[src/integer_execute_unit_macros.svh]
// Assertion macros used by the integer execute unit top level.
`ifndef INTEGER_EXECUTE_UNIT_MACROS_SVH
`define INTEGER_EXECUTE_UNIT_MACROS_SVH

// Clocked property check, quiet while reset is high.
`define IEXU_ASSERT(lbl, prop, msg) \
  lbl: assert property (@(posedge clk) disable iff (rst) (prop)) else $error(msg);

// Expression that must never be true on a clock edge.
`define IEXU_NEVER(lbl, expr, msg) \
  `IEXU_ASSERT(lbl, !(expr), msg)

`endif

[src/iexu_pkg.sv]
// Package with operation codes and the pipeline item type of the execute unit.
`default_nettype none
package iexu_pkg;

  localparam logic [5:0] FN_LUI   = 6'd0;
  localparam logic [5:0] FN_AUIPC = 6'd1;
  localparam logic [5:0] FN_JAL   = 6'd2;
  localparam logic [5:0] FN_JALR  = 6'd3;
  localparam logic [5:0] FN_BEQ   = 6'd4;
  localparam logic [5:0] FN_BNE   = 6'd5;
  localparam logic [5:0] FN_BLT   = 6'd6;
  localparam logic [5:0] FN_BGE   = 6'd7;
  localparam logic [5:0] FN_BLTU  = 6'd8;
  localparam logic [5:0] FN_BGEU  = 6'd9;
  localparam logic [5:0] FN_ADDI  = 6'd10;
  localparam logic [5:0] FN_SLTI  = 6'd11;
  localparam logic [5:0] FN_SLTIU = 6'd12;
  localparam logic [5:0] FN_XORI  = 6'd13;
  localparam logic [5:0] FN_ORI   = 6'd14;
  localparam logic [5:0] FN_ANDI  = 6'd15;
  localparam logic [5:0] FN_SLLI  = 6'd16;
  localparam logic [5:0] FN_SRLI  = 6'd17;
  localparam logic [5:0] FN_SRAI  = 6'd18;
  localparam logic [5:0] FN_ADD   = 6'd19;
  localparam logic [5:0] FN_SUB   = 6'd20;
  localparam logic [5:0] FN_SLL   = 6'd21;
  localparam logic [5:0] FN_SLT   = 6'd22;
  localparam logic [5:0] FN_SLTU  = 6'd23;
  localparam logic [5:0] FN_XOR   = 6'd24;
  localparam logic [5:0] FN_SRL   = 6'd25;
  localparam logic [5:0] FN_SRA   = 6'd26;
  localparam logic [5:0] FN_OR    = 6'd27;
  localparam logic [5:0] FN_AND   = 6'd28;
  localparam logic [5:0] FN_MUL   = 6'd29;
  localparam logic [5:0] FN_DIV   = 6'd30;
  localparam logic [5:0] FN_ROT   = 6'd31;
  localparam logic [5:0] FN_ADDR  = 6'd32;

  localparam int DivSteps = 32;

  typedef struct packed {
    logic [31:0] result;
    logic        writes_reg;
    logic        taken;
    logic [31:0] next_pc;
    logic [31:0] mem_address;
    logic        bad_op;
    logic        div_run;
    logic        div_neg;
    logic [31:0] rem;
    logic [31:0] quo;
    logic [31:0] dvsr;
  } pipe_t;

endpackage
`default_nettype wire

[src/iexu_back.sv]
// Quotient sign fix-up and the output register of the execute unit.
`default_nettype none
module iexu_back (
  input  logic            clk,
  input  logic            rst,
  input  logic            in_valid,
  output logic            in_ready,
  input  iexu_pkg::pipe_t in_data,
  output logic            out_valid,
  input  logic            out_ready,
  output logic [98:0]     out_bits
);
  import iexu_pkg::*;

  logic [31:0] res;

  always_comb begin
    res = in_data.result;
    if (in_data.div_run) begin
      res = in_data.div_neg ? (32'd0 - in_data.quo) : in_data.quo;
    end
  end

  assign in_ready = !out_valid || out_ready;

  always_ff @(posedge clk) begin
    if (rst) begin
      out_valid <= 1'b0;
    end else if (in_ready) begin
      out_valid <= in_valid;
    end
  end

  always_ff @(posedge clk) begin
    if (in_ready && in_valid) begin
      out_bits <= {in_data.bad_op, in_data.mem_address, in_data.next_pc,
                   in_data.taken, in_data.writes_reg, res};
    end
  end

endmodule
`default_nettype wire

[config.mk]
export PLATFORM = sky130hd
export DESIGN_NAME = iexu_back
export DESIGN_NICKNAME = d
export VERILOG_FILES = /design/src/integer_execute_unit_macros.svh /design/src/iexu_pkg.sv /design/src/iexu_back.sv
export SDC_FILE = /design/constraint.sdc
export NUM_CORES = 1
export LEC_CHECK = 0
export BUFFER_PORTS_ARGS = -buffer_cell sky130_fd_sc_hd__buf_2
export CORE_AREA = 2 2 117 119
export DETAILED_ROUTE_END_ITERATION = 8
export DIE_AREA = 0 0 119 121
export GPL_ROUTABILITY_DRIVEN = 0
export PLACE_DENSITY_LB_ADDON = 0.1
export SLEW_MARGIN = 10
export SYNTH_ARGS = -nofsm -noshare
export SYNTH_HDL_FRONTEND = slang
export SYNTH_SLANG_ARGS = --single-unit
[constraint.sdc]
create_clock -name clk -period 4.7 [get_ports clk]
set_clock_uncertainty 0.1 [all_clocks]
set_input_delay 1.41 -clock clk [delete_from_list [all_inputs] [get_ports clk]]
set_output_delay 1.41 -clock clk [all_outputs]
set_load 0.01 [all_outputs]
==> metrics <==
status finished clean; crit end category output port; largest family of logic cells by synthesized area simple AND/OR/NAND/NOR gates; via count 3202; max-slew violations 0; cell count after synthesis 287; cts bufs inserted 9; GRT Overall Usage 0.149; CTS root buf clkbuf_16; RR Endpoint out_bits[64]; VDD IR max 0.191 mV; CTS sink count 100; post-synth net total 489; maximum capacitance violations 0; RSZ-0062 raised after global routing false; Post-Syn Area 4170 um2; Synth Area in XOR/XNOR 0.0547; drc violations 0; Final setup violation count 0; CTS H-tree depth 3; most frequent CP cell buf_2; CP Class primary input to output port; Hold Path Class register to register; largest net degree at the start of global routing 58; share of layout cells above drive strength 1 0.510; Sum Neg Setup Slack 0 ns; register area share after synthesis 0.718; Detail Placement HPWL 8140 um; post-CTS setup buffers 0; WP depth 3; core area 13100 um2; hold buffers post-CTS 0; Hold Vio Cnt, Final 0; initial core utilization 0.318; antenna-violating nets left 0; die area 14400 um2; Rows 42; mux cell area share after synthesis 0.00511; crit path time final 3.32 ns; Yosys reg bits 100; Total Nets Final 726; Max-Slew Margin vs Limit 0.585; CP arrival 1.81 ns; die height 121 um; Syn. warnings 0; slowest cell on the critical path nand2b_1; initial antenna violation count 1; worst slew pin tran 0.622 ns; critical path launch point type primary input; pwr dens 355 nW/um2; Starting DRT DRC Count 197; FF-to-FF path depth 3; hold_sp out_valid; Req. time, crit path 3.19 ns; chip width 119 um; Top delay family on crit path buffers and inverters; number of flops mapped to enable cells by yosys 99; vias in the first global route 3083; post-synthesis compound-gate area fraction 0.0928; most common flop cell mapped by yosys edfxtp_1; r2r startpoint out_valid; Worst R2R Setup Slack 2.90 ns; Area Growth Syn to Fin 40.5%; Simple-Gate Fraction of Synth Area 0.111; achievable frequency 0.301 GHz; DRT Wirelength 10900 um; I/O Pins 302; worst-case clock buffer depth 2; CTS resizes 0; Port Buffers 237; gr ovfl total 0; worst-case hold slack 0.422 ns; final core occ 0.448; first-pass GRT wire length 16300 um; critical-path cell list buf_2 > nand2b_1 > buf_2; CP Buf/Inv Count 2; TritonCTS clock tree built; drt via density 4.54; crit path from out_ready; Adder-Cell Fraction of Synth Area 0.00300; ys async rst share 0; timing endpoint of the critical path in_ready; wire length per cell 15.4 um; clk_lat worst skew 0.35 ns; CP max FO 3; syn_area_per_cell 14.5 um2; critical path's largest stage delay 0.16 ns; Leak 2.44 nW; post-synth cell types 38; Tcrit/Tclk final 0.706; clock slew seen by the registers of the worst setup and hold paths 0.07 ns; Pre-antenna DRT Iters 4
==> area by class of cell <==
type	instances	area (um2)
Antenna cell	1	2.50
Clock inverter	6	71.3
Tap cell	176	220
Clock buffer	10	229
Fill cell	1259	7230
Inverter	4	15.0
Multi-Input combinational cell	170	1110
Timing Repair Buffer	239	1210
Sequential cell	100	2990
==> cell usage after synthesis, types with 3 or more instances <==
cell type | n | share of area
edfxtp_1 | 99 | 0.71
clkbuf_1 | 11 | 0.0099
nor3_1 | 3 | 0.0036
o31ai_1 | 9 | 0.016
a21oi_1 | 28 | 0.034
nor2_1 | 31 | 0.028
o21ai_0 | 11 | 0.013
or3_1 | 4 | 0.0060
nand3_1 | 6 | 0.0072
o41ai_1 | 5 | 0.011
nand2_1 | 11 | 0.0099
inv_1 | 4 | 0.0036
o41ai_2 | 3 | 0.012
xor2_1 | 25 | 0.053
o211ai_1 | 3 | 0.0054
nand2b_1 | 6 | 0.0090
nor4_2 | 4 | 0.012
==> state kept, by name, indices dropped and copies added, names as in the netlist <==
signal,cells
out_bits,99
out_valid,1
==> metrics by stage <==
| stage | instances | total power [mW] | worst slack, ns | area [um2] |
|---|---|---|---|---|
| 4_1_cts | 705 | 2.11 | 1.38 | 5850 |
| 3_3_place_gp | 689 | 1.34 | 1.23 | 5550 |
| 2_1_floorplan | 287 | 1.20 | 0.214 | 4170 |
| 5_1_grt | 706 | 2.17 | 1.35 | 5860 |
| 6_report | 706 | 2.08 | 1.38 | 5860 |
| 3_5_place_dp | 689 | 1.34 | 1.20 | 5550 |
==> worst min-delay path, stage by stage (launching register included) <==
cell and delay, ns:
dfxtp_1 0.31, nand2b_1 0.10, a21oi_1 0.07
==> placed cells by master, fill, tap and decap left out, types with 5 or more instances in the layout <==
| cell type | Yosys | final |
|---|---|---|
| buf_2 | 1 | 237 |
| edfxtp_1 | 99 | 99 |
| nor2_1 | 31 | 31 |
| a21oi_1 | 28 | 28 |
| xor2_1 | 25 | 25 |
| nand2_1 | 11 | 11 |
| o21ai_0 | 11 | 11 |
| o31ai_1 | 9 | 9 |
| clkbuf_16 | 0 | 9 |
| nand2b_1 | 6 | 6 |
| nand3_1 | 6 | 6 |
| o41ai_1 | 5 | 5 |
==> routing by layer <==
layer | track usage | up-vias | routed length (um)
li1 | - | 1563 | -
met1 | 0.181 | 1469 | 4370
met2 | 0.244 | 154 | 5280
met3 | 0.0442 | 16 | 918
met4 | 0.0744 | 0 | 302
met5 | 0 | - | 0
==> cell families (layout without fill, tap and decap cells) <==
logic type | after synthesis | in the layout
simple gates | 81 | 81
xor+xnor | 26 | 26
mux | 2 | 2
flops | 100 | 100
buf+inv | 17 | 259
other cells | 0 | 1
compound gates | 60 | 60
fa+ha+maj | 1 | 1
==> how the worst min path moves through the flow <==
stage,end,slack (ns),cells past startpoint
after CTS,out_valid,0.43,2
after global routing,out_valid,0.47,2
final,out_valid,0.42,2
after detailed placement,out_valid,0.42,2
after floorplan,out_valid,0.49,2
after global placement,out_valid,0.40,2
==> power by group <==
part / total [mW] / leakage (nW) / switching, mW / internal [mW]
Sequential: 1.06 / 0.961 / 0.0119 / 1.05
Combinational: 0.255 / 1.33 / 0.144 / 0.111
Clock: 0.762 / 0.145 / 0.343 / 0.419
No activity file was read; power rests on OpenSTA's default activity.
