File: config.mk
export PLATFORM = sky130hd
export DESIGN_NAME = iexu_div_step
export DESIGN_NICKNAME = d
export VERILOG_FILES = /design/src/integer_execute_unit_macros.svh /design/src/iexu_pkg.sv /design/src/iexu_div_step.sv
export SDC_FILE = /design/constraint.sdc
export NUM_CORES = 1
export LEC_CHECK = 0
export BUFFER_PORTS_ARGS = -buffer_cell sky130_fd_sc_hd__buf_2
export CAP_MARGIN = 20
export CORE_AREA = 4 4 154 156
export DETAILED_ROUTE_END_ITERATION = 7
export DIE_AREA = 0 0 158 160
export PLACE_DENSITY = 0.67
export SETUP_SLACK_MARGIN = 0.02
export SLEW_MARGIN = 30
export SYNTH_ARGS = -nofsm -noshare
export SYNTH_HDL_FRONTEND = slang
export SYNTH_SLANG_ARGS = --single-unit
File: constraint.sdc
create_clock -name clk -period 17.1 [get_ports clk]
set_input_delay 2.565 -clock clk [delete_from_list [all_inputs] [get_ports clk]]
set_output_delay 2.565 -clock clk [all_outputs]
set_load 0.1 [all_outputs]
File: src/integer_execute_unit_macros.svh
// Assertion macros used by the integer execute unit top level.
`ifndef INTEGER_EXECUTE_UNIT_MACROS_SVH
`define INTEGER_EXECUTE_UNIT_MACROS_SVH

// Clocked property check, quiet while reset is high.
`define IEXU_ASSERT(lbl, prop, msg) \
  lbl: assert property (@(posedge clk) disable iff (rst) (prop)) else $error(msg);

// Expression that must never be true on a clock edge.
`define IEXU_NEVER(lbl, expr, msg) \
  `IEXU_ASSERT(lbl, !(expr), msg)

`endif

File: src/iexu_pkg.sv
// Package with operation codes and the pipeline item type of the execute unit.
`default_nettype none
package iexu_pkg;

  localparam logic [5:0] FN_LUI   = 6'd0;
  localparam logic [5:0] FN_AUIPC = 6'd1;
  localparam logic [5:0] FN_JAL   = 6'd2;
  localparam logic [5:0] FN_JALR  = 6'd3;
  localparam logic [5:0] FN_BEQ   = 6'd4;
  localparam logic [5:0] FN_BNE   = 6'd5;
  localparam logic [5:0] FN_BLT   = 6'd6;
  localparam logic [5:0] FN_BGE   = 6'd7;
  localparam logic [5:0] FN_BLTU  = 6'd8;
  localparam logic [5:0] FN_BGEU  = 6'd9;
  localparam logic [5:0] FN_ADDI  = 6'd10;
  localparam logic [5:0] FN_SLTI  = 6'd11;
  localparam logic [5:0] FN_SLTIU = 6'd12;
  localparam logic [5:0] FN_XORI  = 6'd13;
  localparam logic [5:0] FN_ORI   = 6'd14;
  localparam logic [5:0] FN_ANDI  = 6'd15;
  localparam logic [5:0] FN_SLLI  = 6'd16;
  localparam logic [5:0] FN_SRLI  = 6'd17;
  localparam logic [5:0] FN_SRAI  = 6'd18;
  localparam logic [5:0] FN_ADD   = 6'd19;
  localparam logic [5:0] FN_SUB   = 6'd20;
  localparam logic [5:0] FN_SLL   = 6'd21;
  localparam logic [5:0] FN_SLT   = 6'd22;
  localparam logic [5:0] FN_SLTU  = 6'd23;
  localparam logic [5:0] FN_XOR   = 6'd24;
  localparam logic [5:0] FN_SRL   = 6'd25;
  localparam logic [5:0] FN_SRA   = 6'd26;
  localparam logic [5:0] FN_OR    = 6'd27;
  localparam logic [5:0] FN_AND   = 6'd28;
  localparam logic [5:0] FN_MUL   = 6'd29;
  localparam logic [5:0] FN_DIV   = 6'd30;
  localparam logic [5:0] FN_ROT   = 6'd31;
  localparam logic [5:0] FN_ADDR  = 6'd32;

  localparam int DivSteps = 32;

  typedef struct packed {
    logic [31:0] result;
    logic        writes_reg;
    logic        taken;
    logic [31:0] next_pc;
    logic [31:0] mem_address;
    logic        bad_op;
    logic        div_run;
    logic        div_neg;
    logic [31:0] rem;
    logic [31:0] quo;
    logic [31:0] dvsr;
  } pipe_t;

endpackage
`default_nettype wire

File: src/iexu_div_step.sv
// One restoring division step: retires one quotient bit per stage.
`default_nettype none
module iexu_div_step (
  input  logic            clk,
  input  logic            rst,
  input  logic            in_valid,
  output logic            in_ready,
  input  iexu_pkg::pipe_t in_data,
  output logic            out_valid,
  input  logic            out_ready,
  output iexu_pkg::pipe_t out_item
);
  import iexu_pkg::*;

  pipe_t       item;
  logic [32:0] partial;
  logic [32:0] diff;

  assign partial = {in_data.rem, in_data.quo[31]};
  assign diff    = partial - {1'b0, in_data.dvsr};

  always_comb begin
    item = in_data;
    if (!diff[32]) begin
      item.rem = diff[31:0];
      item.quo = {in_data.quo[30:0], 1'b1};
    end else begin
      item.rem = partial[31:0];
      item.quo = {in_data.quo[30:0], 1'b0};
    end
  end

  assign in_ready = !out_valid || out_ready;

  always_ff @(posedge clk) begin
    if (rst) begin
      out_valid <= 1'b0;
    end else if (in_ready) begin
      out_valid <= in_valid;
    end
  end

  always_ff @(posedge clk) begin
    if (in_ready && in_valid) begin
      out_item <= item;
    end
  end

endmodule
`default_nettype wire

==> results of run 1 <==
-- per-layer routing --
layer / up-vias / track usage
met3: 45 / 0.07046
met1: 3003 / 0.2322
met5: - / 0
met4: 8 / 0.06747
li1: 2920 / -
met2: 262 / 0.3460
-- per-stage QoR --
stage / hold slack (ns) / area [sq um] / worst slack, ns
final: 0.7004 / 11300 / 11.24
after global routing: 0.6825 / 11290 / 11.14
after CTS: 0.6572 / 11280 / 11.26
after detailed placement: 0.6368 / 10680 / 10.93
after global placement: 0.5892 / 10680 / 10.98
after floorplan: 1.730 / 8397 / 8.561
-- logic make-up (layout without fill, tap and decap cells) --
group | after synthesis | count (layout) | share of synthesized area
multiplexers | 19 | 19 | 0.03338
AO/OA/AOI/OAI | 118 | 118 | 0.09373
buffers and inverters | 57 | 473 | 0.02786
XOR/XNOR | 24 | 24 | 0.02503
flip-flops | 198 | 198 | 0.7069
other | 0 | 4 | 0
adder cells (fa/ha/maj) | 33 | 33 | 0.05007
AND/OR/NAND/NOR | 113 | 113 | 0.06303
-- state kept, by name (all words and copies together), names as in the netlist --
name       count
out_item     197
out_valid      1
-- critical path: stages --
cell	delay [ns]
buf_2	0.08
nand2b_1	0.19
buf_2	0.46
-- worst min-delay path by stage --
stage | start | cells past startpoint | slack (ns) | endpoint
after floorplan | out_valid$_SDFFE_PP0N_ | 2 | 1.73 | out_valid$_SDFFE_PP0N_
after global placement | out_valid$_SDFFE_PP0N_ | 2 | 0.59 | out_valid$_SDFFE_PP0N_
after detailed placement | out_valid$_SDFFE_PP0N_ | 2 | 0.64 | out_valid$_SDFFE_PP0N_
after CTS | out_valid$_SDFFE_PP0N_ | 2 | 0.66 | out_valid$_SDFFE_PP0N_
after global routing | out_valid$_SDFFE_PP0N_ | 2 | 0.68 | out_valid$_SDFFE_PP0N_
final | out_valid$_SDFFE_PP0N_ | 2 | 0.70 | out_valid$_SDFFE_PP0N_
-- layout make-up --
| class | instances | area, sq um | area share |
|---|---|---|---|
| multi-input cells | 307 | 2230 | 0.1974 |
| repair buffers | 401 | 2016 | 0.1784 |
| clock buffers | 18 | 429.2 | 0.03799 |
| clock inverters | 14 | 170.2 | 0.01506 |
| well taps | 285 | 356.6 | 0.03156 |
| flip-flops and latches | 198 | 5936 | 0.5254 |
| diodes | 4 | 10.01 | 0.0008860 |
| inverters | 40 | 150.1 | 0.01329 |
-- power breakdown --
part	switching (mW)	internal, mW	total [mW]
combinational	0.337	0.0852	0.422
clock	0.207	0.200	0.407
sequential	0.00746	0.577	0.584
total	0.551	0.862	1.41
-- cell usage in the layout, fill, tap and decap left out, types with 2 or more instances in the layout --
cell	n
buf_2	399
edfxtp_1	197
nand2_1	47
inv_1	39
ha_1	32
a21oi_1	30
o21ai_0	27
nor2_1	23
mux2_4	18
clkbuf_16	17
a21o_1	15
xnor2_1	15
nand3_1	9
xor2_1	9
o211ai_1	6
and3_1	6
nand2b_1	5
nor2b_1	5
o21a_1	5
nand4_1	5
o21bai_1	5
diode_2	4
a211oi_1	4
o31ai_1	4
a21boi_0	4
inv_6	4
inv_8	4
clkinv_8	4
nor3_1	3
and2_1	2
o2111ai_1	2
and4_1	2
a31oi_1	2
a41o_1	2
o41ai_1	2
==> qor.txt, run 1 <==
Outcome -> finished clean
Post-synthesis register bit count -> 198
Vias -> 6,238
Cells after Synth -> 562
Worst slew pin tran -> 0.8552 ns
CTS tree -> done
Area contributors post-synth -> edfxtp_1 (70%), ha_1 (4.8%), mux2_4 (3.2%)
Setup CP Type -> in -> out
Clock slew at reported path FFs -> 0.08 ns
Share of the synthesized area in the top cell type -> 0.7045
Mean cell area of the mapped netlist -> 14.94 sq um
Synthesis Warnings -> 0
Layout area overhead -> 34.54%
Final GP Congestion -> 0.9001
Height of the chip -> 160 microns
Share of cells above drive strength 1 -> 0.4652
H-tree depth -> 4
Root Driver -> clkbuf_16
Crit path time final -> 5.863 ns
Top Layer Used -> met5
DR WL met2 -> 13,300 microns
Clk_skew -> 0.01496 ns
Final Hold Viols -> 0
Post-synth EDFFs -> 197
Sequential area share after synthesis -> 0.7069
R2R setup slack -> 14.08 ns
FMAX -> 170.6 MHz
Post-CTS Setup Repair Bufs -> 0
Std cell rows -> 55
Vias in the first global route -> 6,170
Reg2reg start -> out_valid$_SDFFE_PP0N_
Drc violations -> 0
Pleak -> 5.041 nW
Final setup fails -> 0
Worst Setup EP -> in_ready
Synth Cell Area -> 8397 sq um
Drt first pass iters -> 4
HP Class -> reg -> reg
Placed cell count -> 1,231
Core region area -> 22,370 sq um
Total GRT Usage -> 0.2009
CTS Buf Count -> 17
Synthesized Nets -> 796
WP data required -> 14.53 ns
Die area -> 25,280 sq um
# Max-Cap Violations -> 0
Share of synthesized registers carrying an async set or reset -> 0
Post-CTS Resized -> 0
Initial antenna violation count -> 13
Critical Path End Type -> primary output
Count leader, synth -> edfxtp_1
Setup TNS -> 0 ns
Routed wire length -> 26,630 microns
VDD IR max -> 0.05733 mV
Crit path arrival time -> 3.30 ns
Total congestion overflow -> 0
# IOs -> 400
Clock Latency Late Sink -> 0.44 ns
PwrDens -> 125.1 nW/um^2
Nets@finish -> 1,199
Fin crit share -> 0.3428
IO buf count -> 399
Synth area leader -> edfxtp_1
Largest net degree at the start of global routing -> 86
Clk sinks -> 198
Deepest clock path buffer count -> 2
Met1 WL -> 10,160 microns
HPWL after DPL -> 20,940 microns
Initial core utilization -> 0.3754
Total power -> 1.413 mW
Distinct cells, synth -> 52
Hold-fix buffers, CTS -> 0
Unrepaired setup endpoints after global routing -> false
First-pass GRT wire length -> 37,670 microns
Worst R2R Path Depth -> 4
Post-synth top cells -> edfxtp_1 (197), nand2_1 (47), inv_1 (39)
CP startpoint -> out_ready
DR iter-0 viols -> 391
Drt wl/cell -> 21.02 microns
Post-layout util -> 0.5051
Slew Limit Headroom -> 0.4299
Die W -> 158 microns
Drt via density -> 4.923
Worst setup SP type -> primary input
Slew Limit Fails -> 0
Worst flop-to-flop path endpoint -> out_item[84]$_DFFE_PP_
# fillers -> 1,975
CP max FO -> 3
Post-DRT Antenna Nets -> 0
Commonest register cell after synthesis -> edfxtp_1
Met3 WL -> 2338 microns
Cell Count, Final, Fillers Out -> 1,267
Note: power is estimated with default switching activity, not from simulation.
==> run 2, diff against run 1 <==
Settings changed: ABC_AREA set to 1, CORE_AREA 4 4 154 156 to not set, CORE_MARGIN set to 4, CORE_UTILIZATION set to 43, DIE_AREA 0 0 158 160 to not set, PLACE_DENSITY 0.67 to 0.74.
Clock period 17.1 ns to 5.6 ns, I/O delays scaled along.
==> run 2 against run 1 <==
Effect of this change: hold slack worse by 0.16 ns; non-clock buffer count up 1; global-route usage up 4.2 points; critical endpoint is now out_item[75]$_DFFE_PP_; largest cell class unchanged.
==> qor.txt, run 2 <==
# Max-Cap Violations -> 0
Total power -> 4.336 mW
Synthesized Nets -> 1,120
Critical Path End Type -> register
Vias -> 7,553
Hold-fix buffers, CTS -> 0
Cells after Synth -> 886
Most common cell after layout, fill and taps aside -> buf_2
Setup Slack @ Placement -> 2.500 ns
Height of the chip -> 153.7 microns
Drt first pass iters -> 5
Post-CTS Setup Repair Bufs -> 0
Std cell rows -> 53
Largest net degree at the start of global routing -> 73
Synth Cell Area -> 9129 sq um
Total congestion overflow -> 0
Clock Latency Late Sink -> 0.44 ns
Worst setup SP type -> primary input
Final GP Congestion -> 0.9018
Total GRT Usage -> 0.2433
Biggest register -> out_item
Deepest clock path buffer count -> 2
Met3 WL -> 2036 microns
DR iter-0 viols -> 476
Distinct cells, synth -> 24
Post-synth EDFFs -> 197
Vias in the first global route -> 7,438
Sequential area share after synthesis -> 0.6502
Pleak -> 6.120 nW
CTS Buf Count -> 17
WP data required -> 5.79 ns
CTS tree -> done
Clk sinks -> 198
# fillers -> 1,885
Hold WS -> 0.5443 ns
Drt via density -> 4.741
Crit path arrival time -> 2.82 ns
Nets@finish -> 1,535
IO buf count -> 399
Synth area leader -> edfxtp_1
Crit path time final -> 2.629 ns
Initial core utilization -> 0.4356
Root Driver -> clkbuf_16
Met1 WL -> 11,770 microns
Area contributors post-synth -> edfxtp_1 (65%), nand2_1 (14%), inv_1 (6.6%)
Share of synthesized registers carrying an async set or reset -> 0
Post-CTS Resized -> 0
Drc violations -> 0
Fin crit share -> 0.4695
Post-synth top cells -> nand2_1 (336), edfxtp_1 (197), inv_1 (160)
Post-DRT Antenna Nets -> 0
Top Layer Used -> met5
Initial antenna violation count -> 4
Commonest cells after routing, fill and taps aside -> buf_2 (399), nand2_1 (336), edfxtp_1 (197)
Slew Limit Fails -> 0
DR WL met2 -> 14,970 microns
Largest register FFs -> 197
Die W -> 153.7 microns
Core region area -> 20,960 sq um
Final setup fails -> 0
Placed cell count -> 1,557
Outcome -> finished clean
Setup CP Type -> in -> reg
Clk_skew -> 0.01675 ns
Layout area overhead -> 32.09%
H-tree depth -> 4
Drt wl/cell -> 18.69 microns
FMAX -> 380.4 MHz
Mean cell area of the mapped netlist -> 10.30 sq um
Cell Count, Final, Fillers Out -> 1,593
Worst slew pin tran -> 0.9145 ns
Unrepaired setup endpoints after global routing -> false
Post-synthesis register bit count -> 198
Fin worst setup slack -> 2.971 ns
Top flop regs -> out_item (197), out_valid (1)
Setup TNS -> 0 ns
HPWL after DPL -> 24,180 microns
Commonest register cell after synthesis -> edfxtp_1
Share of cells above drive strength 1 -> 0.3409
Routed wire length -> 29,770 microns
PwrDens -> 359.6 nW/um^2
Share of the synthesized area in the top cell type -> 0.6480
CP max FO -> 33
Final Hold Viols -> 0
Synthesis Warnings -> 0
First-pass GRT wire length -> 43,370 microns
Die area -> 23,630 sq um
Count leader, synth -> nand2_1
HP Class -> in -> reg
# IOs -> 400
Clock slew at reported path FFs -> 0.08 ns
Slew Limit Headroom -> 0.3903
VDD IR max -> 0.2061 mV
run 2: metal layers:
layer  track usage  vias to the layer above
met1        0.2969                     3530
met2        0.4195                      286
met4       0.09083                        2
met3       0.05939                       51
met5             0                        -
li1              -                     3684
run 2: report_power, final:
| group | switching (mW) | internal, mW | total [mW] |
|---|---|---|---|
| clock | 0.640 | 0.611 | 1.25 |
| combinational | 1.07 | 0.227 | 1.30 |
| sequential | 0.0247 | 1.76 | 1.78 |
| total | 1.74 | 2.60 | 4.34 |
run 2: layout make-up:
cell class | count | area, sq um | share of cell area
clock buffer | 18 | 429.2 | 0.03559
inverter | 161 | 604.3 | 0.05012
sequential | 198 | 5936 | 0.4923
clock inverter | 14 | 182.7 | 0.01515
tap | 275 | 344.1 | 0.02854
antenna | 4 | 10.01 | 0.0008301
timing repair buffer | 402 | 2019 | 0.1675
multi-input combinational | 521 | 2532 | 0.2100
run 2: logic make-up (layout without fill, tap and decap cells):
family / Yosys count / count (layout) / synth area share
and+or+nand+nor: 439 / 439 / 0.1944
other: 0 / 4 / 0
DFF: 198 / 198 / 0.6502
buffers and inverters: 167 / 595 / 0.07360
xor gates and xnor gates: 15 / 15 / 0.01439
adders and majority gates: 33 / 33 / 0.04605
AOI/OAI and AO/OA: 34 / 34 / 0.02138
run 2: final timing paths:
check | from | end | slack [ns] | cells past startpoint
max | in_data[0] | out_item[75]$_DFFE_PP_ | 2.97 | 15
min | rst | out_valid$_SDFFE_PP0N_ | 0.54 | 2
max reg2reg | out_valid$_SDFFE_PP0N_ | out_item[49]$_DFFE_PP_ | 3.92 | 2
min reg2reg | out_valid$_SDFFE_PP0N_ | out_valid$_SDFFE_PP0N_ | 0.57 | 2
run 2: through the flow:
stage          utilization  area, sq um
2_1_floorplan            -         9140
3_3_place_gp        0.5457        11440
3_5_place_dp        0.5457        11440
4_1_cts             0.5749        12050
5_1_grt             0.5753        12060
6_report            0.5754        12060
run 2: worst max-delay path, cell delays in order:
cell and delay [ns]:
buf_2 0.11, ha_1 0.21, fa_1 0.40, inv_1 0.12, nand2_1 0.06, nand2_1 0.07, nand3_1 0.08, nand2_2 0.11
nand2_1 0.07, nand2_2 0.08, nand2_2 0.07, nand3_1 0.12, nand2_4 0.25, nand2_1 0.15, nand2_1 0.07
==> run 3, diff against run 2 <==
Clock period 5.6 ns to 2.5 ns, I/O delays scaled along.
==> run 3 against run 2 <==
Effect of this change: critical path type unchanged; critical path depth unchanged; clock power up 120%; hold slack worse by 0.46 ns; critical endpoint is now out_item[76]$_DFFE_PP_.
==> qor.txt, run 3 (same netlist as run 2, synthesis figures left out) <==
Total GRT Usage -> 0.2447
CP Cell Sequence -> buf_2 > ha_1 > fa_1 > inv_1 > nand2_1 > nand2_1 > nand3_1 > nand2_2 > nand2_1 > nand2_2 > nand2_2 > nand3_1 > nand2_4 > nand2_1 > nand2_1
VDD IR max -> 0.4084 mV
Total power -> 9.732 mW
WP data required -> 2.69 ns
Clock Latency Late Sink -> 0.45 ns
DR iter-0 viols -> 533
CP max FO -> 33
Post-CTS Resized -> 0
Slew Limit Fails -> 0
Antenna cells -> 0
Unrepaired setup endpoints after global routing -> false
Setup TNS -> 0 ns
Final Hold Viols -> 0
Layout area overhead -> 33.50%
Max stage delay cell, worst path -> fa_1
Fin crit share -> 0.8404
Crit path arrival time -> 2.29 ns
Largest register FFs -> 197
Total congestion overflow -> 0
Drt first pass iters -> 6
Routed wire length -> 29,560 microns
# Max-Cap Violations -> 0
Initial antenna violation count -> 8
Final setup fails -> 0
Hold-fix buffers, CTS -> 0
First-pass GRT wire length -> 43,710 microns
Biggest register -> out_item
Vias in the first global route -> 7,398
Die W -> 153.7 microns
Share of cells above drive strength 1 -> 0.3482
Core region area -> 20,960 sq um
Post-layout util -> 0.5816
Worst setup SP type -> primary input
Nets@finish -> 1,548
H-tree depth -> 4
Met3 WL -> 2389 microns
HP Class -> in -> reg
Root Driver -> clkbuf_16
Vias -> 7,557
Std cell rows -> 53
Worst slew pin tran -> 0.5707 ns
Drt wl/cell -> 18.45 microns
FMAX -> 476.0 MHz
DR WL met2 -> 14,970 microns
Cell mode on critical path -> nand2_1
Top flop regs -> out_item (197), out_valid (1)
Clk sinks -> 198
Clock slew at reported path FFs -> 0.08 ns
Largest net degree at the start of global routing -> 80
Critical Path Max Stage Delay -> 0.39 ns
Die area -> 23,630 sq um
HPWL after DPL -> 24,150 microns
Drc violations -> 0
Setup CP Type -> in -> reg
Met1 WL -> 11,400 microns
Cell Count, Final, Fillers Out -> 1,602
CTS Buf Count -> 17
Most common cell after layout, fill and taps aside -> buf_2
Commonest cells after routing, fill and taps aside -> buf_2 (399), nand2_1 (336), edfxtp_1 (197)
Post-CTS Setup Repair Bufs -> 0
# IOs -> 400
Clk_skew -> 0.02030 ns
Crit path time final -> 2.101 ns
IO buf count -> 399
Outcome -> finished clean
Height of the chip -> 153.7 microns
Post-DRT Antenna Nets -> 0
Top Layer Used -> met5
PwrDens -> 798.6 nW/um^2
Placed cell count -> 1,570
Slew Limit Headroom -> 0.6222
Initial core utilization -> 0.4356
Pleak -> 6.197 nW
Drt via density -> 4.717
Deepest clock path buffer count -> 2
Final GP Congestion -> 0.8892
CTS tree -> done
Critical Path End Type -> register
## run 3: cell types whose count changed in the layout (fill, tap and decap cells not counted), sizes merged
cell | previous run | this run
clkinv | 7 | 8
diode | 4 | 0
buf | 402 | 415
inv | 168 | 167
## run 3: final timing paths
check	startpoint	to	slack [ns]	depth (start not counted)
worst max register to register	out_valid$_SDFFE_PP0N_	out_item[117]$_DFFE_PP_	1.12	2
worst max-delay path	in_data[0]	out_item[76]$_DFFE_PP_	0.40	15
worst min-delay path	rst	out_valid$_SDFFE_PP0N_	0.08	2
worst min register to register	out_valid$_SDFFE_PP0N_	out_valid$_SDFFE_PP0N_	0.54	2
## run 3: power breakdown
part / internal (mW) / switching [mW]
clock network: 1.37 / 1.43
registers: 3.94 / 0.0566
logic: 0.541 / 2.40
## run 3: metrics by stage
step	worst slack [ns]	hold slack [ns]	cell area [sq um]
after floorplan	-1.738	0.4344	9144
after global placement	0.04738	0.5045	11570
after global routing	0.2062	0.06300	12190
after CTS	0.3577	0.06361	12190
final	0.3991	0.08422	12190
after detailed placement	-0.06963	0.5315	11570
## run 3: per-layer routing
metal  global-route usage  vias up
li1                     -     3698
met1               0.2937     3480
met2               0.4289      317
met3              0.07290       52
met4              0.06981       10
met5                    0        -
## run 3: critical path, delay by kind of cell
family                     cells  cell delay (ns)
and+or+nand+nor               11             1.09
adders and majority gates      2             0.61
buffers and inverters          2             0.21
## run 3: cell type report
class	count	area (sq um)
Clock buffer	18	429.2
Timing Repair Buffer	415	2155
Sequential cell	198	5939
Inverter	161	604.3
Tap cell	275	344.1
Clock inverter	14	182.7
Fill cell	1813	8768
Multi-Input combinational cell	521	2532
